--- config.mk ---
export PLATFORM = sky130hd
export DESIGN_NAME = beam_hypothesis_recombine_flat
export DESIGN_NICKNAME = d
export VERILOG_FILES = /design/src/design/bhr_pkg.sv /design/src/design/bhr_if.sv /design/src/design/beam_hypothesis_recombine.sv /design/src/design/bhr_cell.sv /design/src/flat_wrapper.sv
export SDC_FILE = /design/constraint.sdc
export NUM_CORES = 2
export LEC_CHECK = 0
export BUFFER_PORTS_ARGS = -buffer_cell sky130_fd_sc_hd__buf_2
export CORE_MARGIN = 1.5
export CORE_UTILIZATION = 60
export CTS_BUF_LIST = sky130_fd_sc_hd__clkbuf_16
export CTS_CLUSTER_SIZE = 20
export DETAILED_ROUTE_END_ITERATION = 12
export PLACE_DENSITY = 0.79
export SLEW_MARGIN = 0
export SYNTH_ARGS = -nofsm -noshare
export SYNTH_HDL_FRONTEND = slang
export SYNTH_SLANG_ARGS = --single-unit
--- constraint.sdc ---
create_clock -name clk -period 16.9 [get_ports clk]
set_input_delay 1.69 -clock clk [delete_from_list [all_inputs] [get_ports clk]]
set_output_delay 1.69 -clock clk [all_outputs]
set_load 0.005 [all_outputs]
--- src/design/bhr_pkg.sv ---
// ----------------------------------------------------------------------------
// bhr_pkg
// Shared types and constants for the beam hypothesis recombination block.
// ----------------------------------------------------------------------------
package bhr_pkg;

	localparam int TAG_BITS        = 16;
	localparam int SCORE_BITS      = 32;
	localparam int LEN_BITS        = 2;
	localparam int FIELD_WORD_BITS = 20;
	localparam int SLOT_BITS       = 4;

	localparam int DEF_BEAM_CAPACITY = 16;
	localparam int DEF_NGRAM_ORDER   = 3;
	localparam int DEF_WORD_ID_BITS  = 20;

	typedef enum logic [1:0] {
		ACT_APPEND  = 2'd0,
		ACT_REPLACE = 2'd1,
		ACT_KEEP    = 2'd2,
		ACT_FULL    = 2'd3
	} action_t;

	typedef enum logic [1:0] {
		ST_IDLE,
		ST_SCAN,
		ST_FINISH
	} state_t;

	// Candidate as broadcast to every cell during a scan.
	typedef struct packed {
		logic [LEN_BITS-1:0]        blen;
		logic [FIELD_WORD_BITS-1:0] fw0;
		logic [FIELD_WORD_BITS-1:0] fw1;
		logic [FIELD_WORD_BITS-1:0] lw0;
		logic [FIELD_WORD_BITS-1:0] lw1;
		logic signed [SCORE_BITS-1:0] score;
		logic [TAG_BITS-1:0]        tag;
	} cand_t;

	// Token handed from cell to cell along the chain.
	typedef struct packed {
		logic                 active;
		logic                 found;
		action_t              action;
		logic [SLOT_BITS-1:0] slot;
		logic [TAG_BITS-1:0]  old_tag;
	} tok_t;

endpackage

--- src/design/bhr_if.sv ---
// ----------------------------------------------------------------------------
// bhr_if
// Valid/ready channels for candidates in and recombination results out.
// ----------------------------------------------------------------------------
interface bhr_in_if;
	import bhr_pkg::*;

	logic valid;
	logic ready;
	logic [TAG_BITS-1:0]          cand_tag;
	logic signed [SCORE_BITS-1:0] cand_score;
	logic [LEN_BITS-1:0]          length_capped;
	logic [FIELD_WORD_BITS-1:0]   first_word_0;
	logic [FIELD_WORD_BITS-1:0]   first_word_1;
	logic [FIELD_WORD_BITS-1:0]   last_word_0;
	logic [FIELD_WORD_BITS-1:0]   last_word_1;

	modport source (
		output valid, cand_tag, cand_score, length_capped,
		output first_word_0, first_word_1, last_word_0, last_word_1,
		input  ready
	);
	modport sink (
		input  valid, cand_tag, cand_score, length_capped,
		input  first_word_0, first_word_1, last_word_0, last_word_1,
		output ready
	);
endinterface

interface bhr_out_if;
	import bhr_pkg::*;

	logic valid;
	logic ready;
	action_t               action;
	logic [SLOT_BITS-1:0]  slot;
	logic [TAG_BITS-1:0]   old_tag;

	modport source (output valid, action, slot, old_tag, input ready);
	modport sink   (input  valid, action, slot, old_tag, output ready);
endinterface

--- src/design/beam_hypothesis_recombine.sv ---
// ----------------------------------------------------------------------------
// beam_hypothesis_recombine
// Beam of hypotheses with recombination on capped length and boundary words.
// ----------------------------------------------------------------------------
// Usage:
// Candidates arrive on the cand channel and one result per candidate leaves
// on the res channel; both use valid/ready and a transfer happens when both
// are high at a rising edge of clk.
// The beam is a row of BEAM_CAPACITY cells, one entry each. After a candidate
// transfer, a token walks the row one cell per cycle; the first valid cell
// whose bound length and boundary words match decides the outcome and, if
// the candidate scores strictly higher, is overwritten on the spot. When the
// token leaves the last cell the block either keeps that outcome or appends
// the candidate at the next free cell, or reports the beam as full.
// A candidate is thus in flight from its transfer until the token has walked
// the whole cell row and the outcome is loaded; only then can a new candidate
// be taken. The result is registered, and a new candidate is taken while an
// earlier result still waits for the receiver. If the receiver stalls, the
// finished scan holds until the result register frees.
// Reset (arst_n low) empties the beam: all cells invalid, entry count zero.
// ----------------------------------------------------------------------------
module beam_hypothesis_recombine #(
	parameter int BEAM_CAPACITY = bhr_pkg::DEF_BEAM_CAPACITY,
	parameter int NGRAM_ORDER   = bhr_pkg::DEF_NGRAM_ORDER,
	parameter int WORD_ID_BITS  = bhr_pkg::DEF_WORD_ID_BITS
) (
	input  logic       clk,
	input  logic       arst_n,
	bhr_in_if.sink     cand,
	bhr_out_if.source  res
);
	import bhr_pkg::*;

	localparam int CW = $clog2(BEAM_CAPACITY + 1);
	localparam logic [LEN_BITS-1:0] LEN_CAP = LEN_BITS'(NGRAM_ORDER - 1);

	state_t state_q, state_d;

	cand_t  cand_q;
	logic   start_q;
	tok_t   pend_q;
	logic [CW-1:0] count_q;

	tok_t   tok [BEAM_CAPACITY+1];
	logic   app_we [BEAM_CAPACITY];

	logic   accept;
	logic   load;
	logic   full;
	logic   append_fire;

	logic                 res_valid_q;
	action_t              res_action_q;
	logic [SLOT_BITS-1:0] res_slot_q;
	logic [TAG_BITS-1:0]  res_tag_q;

	// Next state.
	always_comb begin
		state_d = state_q;
		case (state_q)
			ST_IDLE:   if (cand.valid) state_d = ST_SCAN;
			ST_SCAN:   if (tok[BEAM_CAPACITY].active) state_d = ST_FINISH;
			ST_FINISH: if (!res_valid_q || res.ready) state_d = ST_IDLE;
			default:   state_d = ST_IDLE;
		endcase
	end

	// Controls derived from state.
	always_comb begin
		cand.ready = 1'b0;
		load       = 1'b0;
		case (state_q)
			ST_IDLE:   cand.ready = 1'b1;
			ST_FINISH: load = !res_valid_q || res.ready;
			default: begin
				cand.ready = 1'b0;
				load       = 1'b0;
			end
		endcase
	end

	assign accept      = cand.valid && cand.ready;
	assign full        = count_q >= CW'(BEAM_CAPACITY);
	assign append_fire = load && !pend_q.found && !full;

	always_ff @(posedge clk or negedge arst_n) begin
		if (!arst_n) begin
			state_q     <= ST_IDLE;
			start_q     <= 1'b0;
			count_q     <= '0;
			res_valid_q <= 1'b0;
		end else begin
			state_q <= state_d;
			start_q <= accept;
			if (append_fire) count_q <= count_q + 1'b1;
			if (load) res_valid_q <= 1'b1;
			else if (res.ready) res_valid_q <= 1'b0;
		end
	end

	// Candidate capture; the length is bound to the model's context here.
	always_ff @(posedge clk) begin
		if (accept) begin
			cand_q.blen  <= (cand.length_capped < LEN_CAP) ? cand.length_capped : LEN_CAP;
			cand_q.fw0   <= cand.first_word_0;
			cand_q.fw1   <= cand.first_word_1;
			cand_q.lw0   <= cand.last_word_0;
			cand_q.lw1   <= cand.last_word_1;
			cand_q.score <= cand.cand_score;
			cand_q.tag   <= cand.cand_tag;
		end
		if (state_q == ST_SCAN && tok[BEAM_CAPACITY].active) begin
			pend_q <= tok[BEAM_CAPACITY];
		end
		if (load) begin
			if (pend_q.found) begin
				res_action_q <= pend_q.action;
				res_slot_q   <= pend_q.slot;
				res_tag_q    <= pend_q.old_tag;
			end else if (full) begin
				res_action_q <= ACT_FULL;
				res_slot_q   <= '0;
				res_tag_q    <= '0;
			end else begin
				res_action_q <= ACT_APPEND;
				res_slot_q   <= SLOT_BITS'(count_q);
				res_tag_q    <= '0;
			end
		end
	end

	// The token enters the first cell the cycle after the transfer.
	always_comb begin
		tok[0]        = '0;
		tok[0].active = start_q;
		tok[0].action = ACT_APPEND;
	end

	for (genvar i = 0; i < BEAM_CAPACITY; i++) begin : g_cell
		assign app_we[i] = append_fire && (count_q == CW'(i));

		bhr_cell #(
			.IDX          (i),
			.WORD_ID_BITS (WORD_ID_BITS)
		) u_cell (
			.clk    (clk),
			.arst_n (arst_n),
			.cand   (cand_q),
			.tok_i  (tok[i]),
			.app_we (app_we[i]),
			.tok_o  (tok[i+1])
		);
	end

	assign res.valid   = res_valid_q;
	assign res.action  = res_action_q;
	assign res.slot    = res_slot_q;
	assign res.old_tag = res_tag_q;

`ifndef SYNTHESIS
	a_count_bound: assert property (@(posedge clk) disable iff (!arst_n)
		count_q <= CW'(BEAM_CAPACITY))
		else $error("entry count beyond beam capacity");

	a_token_in_scan: assert property (@(posedge clk) disable iff (!arst_n)
		tok[BEAM_CAPACITY].active |-> state_q == ST_SCAN)
		else $error("token left the row outside a scan");

	a_accept_scan: assert property (@(posedge clk) disable iff (!arst_n)
		accept |=> state_q == ST_SCAN && start_q)
		else $error("transfer did not start a scan");

	a_append_count: assert property (@(posedge clk) disable iff (!arst_n)
		append_fire |=> count_q == $past(count_q) + 1'b1)
		else $error("append did not advance entry count");
`endif

endmodule

--- src/design/bhr_cell.sv ---
// ----------------------------------------------------------------------------
// bhr_cell
// One beam entry. Checks the passing token against its stored hypothesis,
// replaces itself when the candidate wins or is appended here, and forwards the token.
// ----------------------------------------------------------------------------
module bhr_cell #(
	parameter int IDX          = 0,
	parameter int WORD_ID_BITS = bhr_pkg::DEF_WORD_ID_BITS
) (
	input  logic           clk,
	input  logic           arst_n,
	input  bhr_pkg::cand_t cand,
	input  bhr_pkg::tok_t  tok_i,
	input  logic           app_we,
	output bhr_pkg::tok_t  tok_o
);
	import bhr_pkg::*;

	localparam int SW = (WORD_ID_BITS < FIELD_WORD_BITS) ? WORD_ID_BITS : FIELD_WORD_BITS;

	logic                   valid_q;
	logic [LEN_BITS-1:0]    len_q;
	logic [SW-1:0]          fw0_q, fw1_q, lw0_q, lw1_q;
	logic signed [SCORE_BITS-1:0] score_q;
	logic [TAG_BITS-1:0]    tag_q;

	logic  match;
	logic  hit;
	logic  better;
	logic  we;
	tok_t  tok_d;

	always_comb begin
		match = valid_q && (len_q == cand.blen);
		if (cand.blen != '0) begin
			match = match && (fw0_q == cand.fw0[SW-1:0]) && (lw0_q == cand.lw0[SW-1:0]);
		end
		if (cand.blen[1]) begin
			match = match && (fw1_q == cand.fw1[SW-1:0]) && (lw1_q == cand.lw1[SW-1:0]);
		end
		hit    = tok_i.active && !tok_i.found && match;
		better = cand.score > score_q;
		we     = app_we || (hit && better);

		tok_d = tok_i;
		if (hit) begin
			tok_d.found   = 1'b1;
			tok_d.action  = better ? ACT_REPLACE : ACT_KEEP;
			tok_d.slot    = SLOT_BITS'(IDX);
			tok_d.old_tag = tag_q;
		end
	end

	always_ff @(posedge clk or negedge arst_n) begin
		if (!arst_n) begin
			valid_q <= 1'b0;
			tok_o   <= '0;
		end else begin
			if (we) valid_q <= 1'b1;
			tok_o <= tok_d;
		end
	end

	always_ff @(posedge clk) begin
		if (we) begin
			len_q   <= cand.blen;
			fw0_q   <= cand.fw0[SW-1:0];
			fw1_q   <= cand.fw1[SW-1:0];
			lw0_q   <= cand.lw0[SW-1:0];
			lw1_q   <= cand.lw1[SW-1:0];
			score_q <= cand.score;
			tag_q   <= cand.tag;
		end
	end

endmodule

--- src/flat_wrapper.sv ---
// flat-port wrapper written by rule: the top's interface ports become plain ports
module beam_hypothesis_recombine_flat import bhr_pkg::*;
#(
	parameter int BEAM_CAPACITY = bhr_pkg::DEF_BEAM_CAPACITY,
	parameter int NGRAM_ORDER   = bhr_pkg::DEF_NGRAM_ORDER,
	parameter int WORD_ID_BITS  = bhr_pkg::DEF_WORD_ID_BITS
)
  (clk, arst_n, cand_valid, cand_cand_tag, cand_cand_score, cand_length_capped, cand_first_word_0, cand_first_word_1, cand_last_word_0, cand_last_word_1, cand_ready, res_valid, res_action, res_slot, res_old_tag, res_ready);
  bhr_in_if cand_i ();
  bhr_out_if res_i ();
  input  logic clk;
  input  logic arst_n;
  input wire logic [$bits(cand_i.valid)-1:0] cand_valid;
  input wire logic [$bits(cand_i.cand_tag)-1:0] cand_cand_tag;
  input wire logic [$bits(cand_i.cand_score)-1:0] cand_cand_score;
  input wire logic [$bits(cand_i.length_capped)-1:0] cand_length_capped;
  input wire logic [$bits(cand_i.first_word_0)-1:0] cand_first_word_0;
  input wire logic [$bits(cand_i.first_word_1)-1:0] cand_first_word_1;
  input wire logic [$bits(cand_i.last_word_0)-1:0] cand_last_word_0;
  input wire logic [$bits(cand_i.last_word_1)-1:0] cand_last_word_1;
  output wire logic [$bits(cand_i.ready)-1:0] cand_ready;
  output wire logic [$bits(res_i.valid)-1:0] res_valid;
  output wire logic [$bits(res_i.action)-1:0] res_action;
  output wire logic [$bits(res_i.slot)-1:0] res_slot;
  output wire logic [$bits(res_i.old_tag)-1:0] res_old_tag;
  input wire logic [$bits(res_i.ready)-1:0] res_ready;
  assign cand_i.valid = cand_valid;
  assign cand_i.cand_tag = cand_cand_tag;
  assign cand_i.cand_score = cand_cand_score;
  assign cand_i.length_capped = cand_length_capped;
  assign cand_i.first_word_0 = cand_first_word_0;
  assign cand_i.first_word_1 = cand_first_word_1;
  assign cand_i.last_word_0 = cand_last_word_0;
  assign cand_i.last_word_1 = cand_last_word_1;
  assign cand_ready = cand_i.ready;
  assign res_valid = res_i.valid;
  assign res_action = res_i.action;
  assign res_slot = res_i.slot;
  assign res_old_tag = res_i.old_tag;
  assign res_i.ready = res_ready;
  beam_hypothesis_recombine #(.BEAM_CAPACITY(BEAM_CAPACITY), .NGRAM_ORDER(NGRAM_ORDER), .WORD_ID_BITS(WORD_ID_BITS)) u_core (.clk(clk), .arst_n(arst_n), .cand(cand_i), .res(res_i));
endmodule
==> run summary <==
Post-cts repair resize count = 0
Critical-path cell list = buf_4, xnor2_1, nand4_1, nor4_1, nand4_1, nand2b_1, a221oi_4, buf_4, o21ai_0, o21ai_4, buf_4, buf_4
First-pass GRT wire length = 394000 um
Syn_area_per_cell = 15.8 um^2
Yosys top cell area share = 0.611
Setup bufs post-CTS = 0
Lkg Pwr = 0.0472 uW
Port buffer count = 157
CP Capture Type = flip-flop
Yosys reg bits = 2649
Register share of total power = 0.544
Total core area = 183000 um^2
Fmax = 0.155 GHz
Setup violators final = 0
CTS buffer count = 281
Most frequent CP cell = buf_4
Hold Crit Depth = 0
WS Path Type = flip-flop to flip-flop
Worst r2r dst = u_core.g_cell[4].u_cell.fw0_q[12]$_DFFE_PP_
Fillers = 11800
Worst Hold Path EP = u_core.pend_q[8]$_DFFE_PP_
Worst Tran Pin Value = 1.30 ns
Root Driver = clkbuf_16
Routed wire length = 266000 um
Yosys warning count = 0
Crit path DAT = 6.98 ns
Reg2Reg Setup Slack = 10.46 ns
Reg area = 77600 um^2
Crit path max fanout = 76
Number of inserted diodes = 0
Fin nets = 8101
Top cells by area, synth = edfxtp_1, dfrtp_1, ha_1
Fin. Hold Viols = 0
Pre-Repair DR Iteration Count = 6
Routed vias/inst = 6.00
Per-cell routed wire length = 26.4 um
Detailed placement HPWL = 158000 um
Total Routing Usage GR = 0.287
Clock Sinks = 2649
Max-cap violations = 0
Predominant post-synthesis flop cell = edfxtp_1
Finished Layout Cells = 10100
Internal power = 10400 uW
Logic pwr share = 0.007
Register area share after synthesis = 0.700
Vias = 60600
Mapped Cells = 7016
Die area = 187000 um^2
Initial antenna violation count = 9
Worst skew pair latency = 0.93 ns
Top cell type by total area after synthesis = edfxtp_1
Placed insts = 9630
Final period utilization = 0.381
PwrDens = 104 nW/um^2
P_sw = 2510 uW
Hold Buf Count CTS = 0
GP Congestion = 0.867
Sum of negative setup slack = 0 ns
Syn nets = 7667
CTS tree = yes
Min-delay src = u_core.g_cell[15].u_cell.tok_o[8]$_DFF_PN0_
Post-Route Skew = 0.0709 ns
Total number of H-tree levels = 5
Worst vdd ir = 99.1 uV
Die span in x = 433 um
Netlist cell types = 75
Io pins = 158
Post-DRT Antenna Nets = 0
Unrepaired setup endpoints after global routing = false
Number of enable flip-flop cells after synthesis = 2255
Sw Ratio = 0.194
Crit path launch type = flip-flop
Longest Clk Path Bufs = 4
Hold crit path type = flip-flop to flip-flop
Starting density of the core = 0.604
CTS clk-pin slew, worst paths = 0.06 ns
Pin count of the biggest net entering global routing = 109
Relative slew margins = 0.123
CP required = 17.43 ns
R2R Path Start = u_core.cand_q[74]$_DFFE_PP_
Grt ovf = 0
Layout cell share with drive strength beyond 1 = 0.134
Area of the multi-input gates = 30300 um^2
Chip height = 433 um
# DRC = 0
Post-Synthesis Cell Area = 111000 um^2
Vias in the first global route = 61700
Row Count = 157
Area delta synth->final = 11.8%
Minimum clock period = 6.44 ns
Initial DRC Count = 6718
Critical path's slowest cell = buf_4
Asr flop ratio synth = 0.149
Clock Power Share = 0.448
Reg2reg path depth = 12
Status = complete, no violations
Slew Limit Fails = 0
Slowest stage delay, CP = 0.92 ns
## how the worst max path moves through the flow
stage,end,startpoint,slack [ns]
6_report,u_core.g_cell[4].u_cell.fw0_q[12]$_DFFE_PP_,u_core.cand_q[74]$_DFFE_PP_,10.46
2_1_floorplan,u_core.g_cell[7].u_cell.fw0_q[0]$_DFFE_PP_,res_ready,3.54
3_5_place_dp,u_core.g_cell[5].u_cell.lw1_q[11]$_DFFE_PP_,u_core.cand_q[73]$_DFFE_PP_,10.45
4_1_cts,u_core.g_cell[5].u_cell.tag_q[3]$_DFFE_PP_,u_core.cand_q[73]$_DFFE_PP_,10.32
5_1_grt,u_core.g_cell[4].u_cell.fw0_q[12]$_DFFE_PP_,u_core.cand_q[128]$_SDFFCE_PP0P_,10.23
3_3_place_gp,u_core.g_cell[5].u_cell.lw1_q[11]$_DFFE_PP_,u_core.cand_q[73]$_DFFE_PP_,10.48
## cell usage after synthesis, drive strengths merged (9+ instances only)
cell and number:
clkbuf 19, and4 21, or2 30, nor4 206, a221oi 25, and2 45, o211ai 20, mux2 242
a21o 128, a211oi 14, xnor2 713, nand3 55, a21oi 156, or3 10, nor3 44, a211o 11
nand2 135, ha 517, and3 9, dfrtp 394, o21a 11, nand4 307, nand2b 53, nand4b 10
nor2b 46, inv 551, edfxtp 2255, buf 187, o21ai 74, xor2 564, nor2 74
## cells by family after synthesis
| group | after synthesis | synth area share |
|---|---|---|
| compound gates | 512 | 0.0313 |
| xor+xnor | 1277 | 0.101 |
| fa+ha+maj | 517 | 0.0584 |
| buf+inv | 758 | 0.0289 |
| flops | 2649 | 0.700 |
| mux | 245 | 0.0252 |
| simple gates | 1058 | 0.0550 |
## cell usage in the layout, fill, tap and decap left out, types with 19 or more instances in the layout
cell type | netlist | final
dfrtp_1 | 394 | 394
xor2_1 | 564 | 564
nor4_1 | 205 | 201
nor3_1 | 44 | 44
mux2_2 | 229 | 229
clkinv_1 | 1 | 64
buf_4 | 28 | 199
inv_1 | 551 | 609
nand2b_1 | 52 | 48
clkinv_2 | 0 | 34
and2_1 | 41 | 40
buf_2 | 150 | 156
nor2_1 | 74 | 74
and4_1 | 21 | 21
xnor2_1 | 713 | 713
nand4_1 | 307 | 307
clkbuf_16 | 0 | 286
nand2_1 | 135 | 126
o211ai_1 | 20 | 20
a21oi_1 | 156 | 150
or2_2 | 29 | 29
nor2b_1 | 46 | 45
edfxtp_1 | 2255 | 2255
a221oi_1 | 19 | 19
o21ai_0 | 74 | 71
a21o_1 | 128 | 128
bufinv_16 | 0 | 19
ha_1 | 517 | 517
nand3_1 | 54 | 54
## power by group through the flow
stage	Combinational, uW	Sequential (uW)	Clock [uW]
final	95.3	7020	5780
after global routing	105	7020	6090
after CTS	97.3	7020	5850
after detailed placement	96.4	7160	0
after global placement	93.7	7160	0
after floorplan	32.1	7160	0
## state kept, by name, indices dropped and copies added (netlist names)
name / count
u_core.res.valid: 1
u_core.pend_q: 23
u_core.res.old_tag: 16
u_core.g_cell.u_cell.fw0_q: 320
u_core.g_cell.u_cell.valid_q: 16
u_core.res.action: 2
u_core.g_cell.u_cell.score_q: 512
u_core.g_cell.u_cell.fw1_q: 320
u_core.cand_q: 130
u_core.g_cell.u_cell.len_q: 32
u_core.state_q: 2
u_core.g_cell.u_cell.tag_q: 256
u_core.g_cell.u_cell.lw1_q: 320
u_core.start_q: 1
u_core.count_q: 5
u_core.res.slot: 4
u_core.g_cell.u_cell.lw0_q: 320
u_core.g_cell.u_cell.tok_o: 369
## stage by stage
step                       util  worst slack (ns)  power, uW  hold slack [ns]  cell area [um^2]
after floorplan               -              3.54       7190            0.353            111000
after global placement    0.629             10.48       7250            0.355            115000
after detailed placement  0.629             10.45       7250            0.358            115000
after CTS                 0.676             10.32      13000            0.369            124000
after global routing      0.676             10.23      13200            0.381            124000
final                     0.676             10.46      12900            0.371            124000
## layer usage
metal | vias up | track usage | share of wire | routed length [um]
met4 | 6 | 0.116 | 0.042 | 11200
met2 | 2923 | 0.456 | 0.47 | 125000
met5 | - | 0 | 0.00015 | 41
li1 | 26500 | - | - | -
met1 | 30700 | 0.394 | 0.40 | 106000
met3 | 554 | 0.0517 | 0.088 | 23400
## cell type report
class	count	share of cell area
inverter	552	0.0167
sequential	2649	0.627
clock inverter	192	0.0111
tap	2464	0.0249
multi-input combinational	3609	0.244
clock buffer	286	0.0578
timing repair buffer	357	0.0185
## worst max-delay path, delay by kind of cell, from the launching register on
| kind | cells | cell delay, ns |
|---|---|---|
| compound gates | 3 | 1.23 |
| xor+xnor | 1 | 0.20 |
| buf+inv | 4 | 2.41 |
| flops | 1 | 0.32 |
| simple gates | 4 | 1.74 |
(Power assumes the default switching activity.)
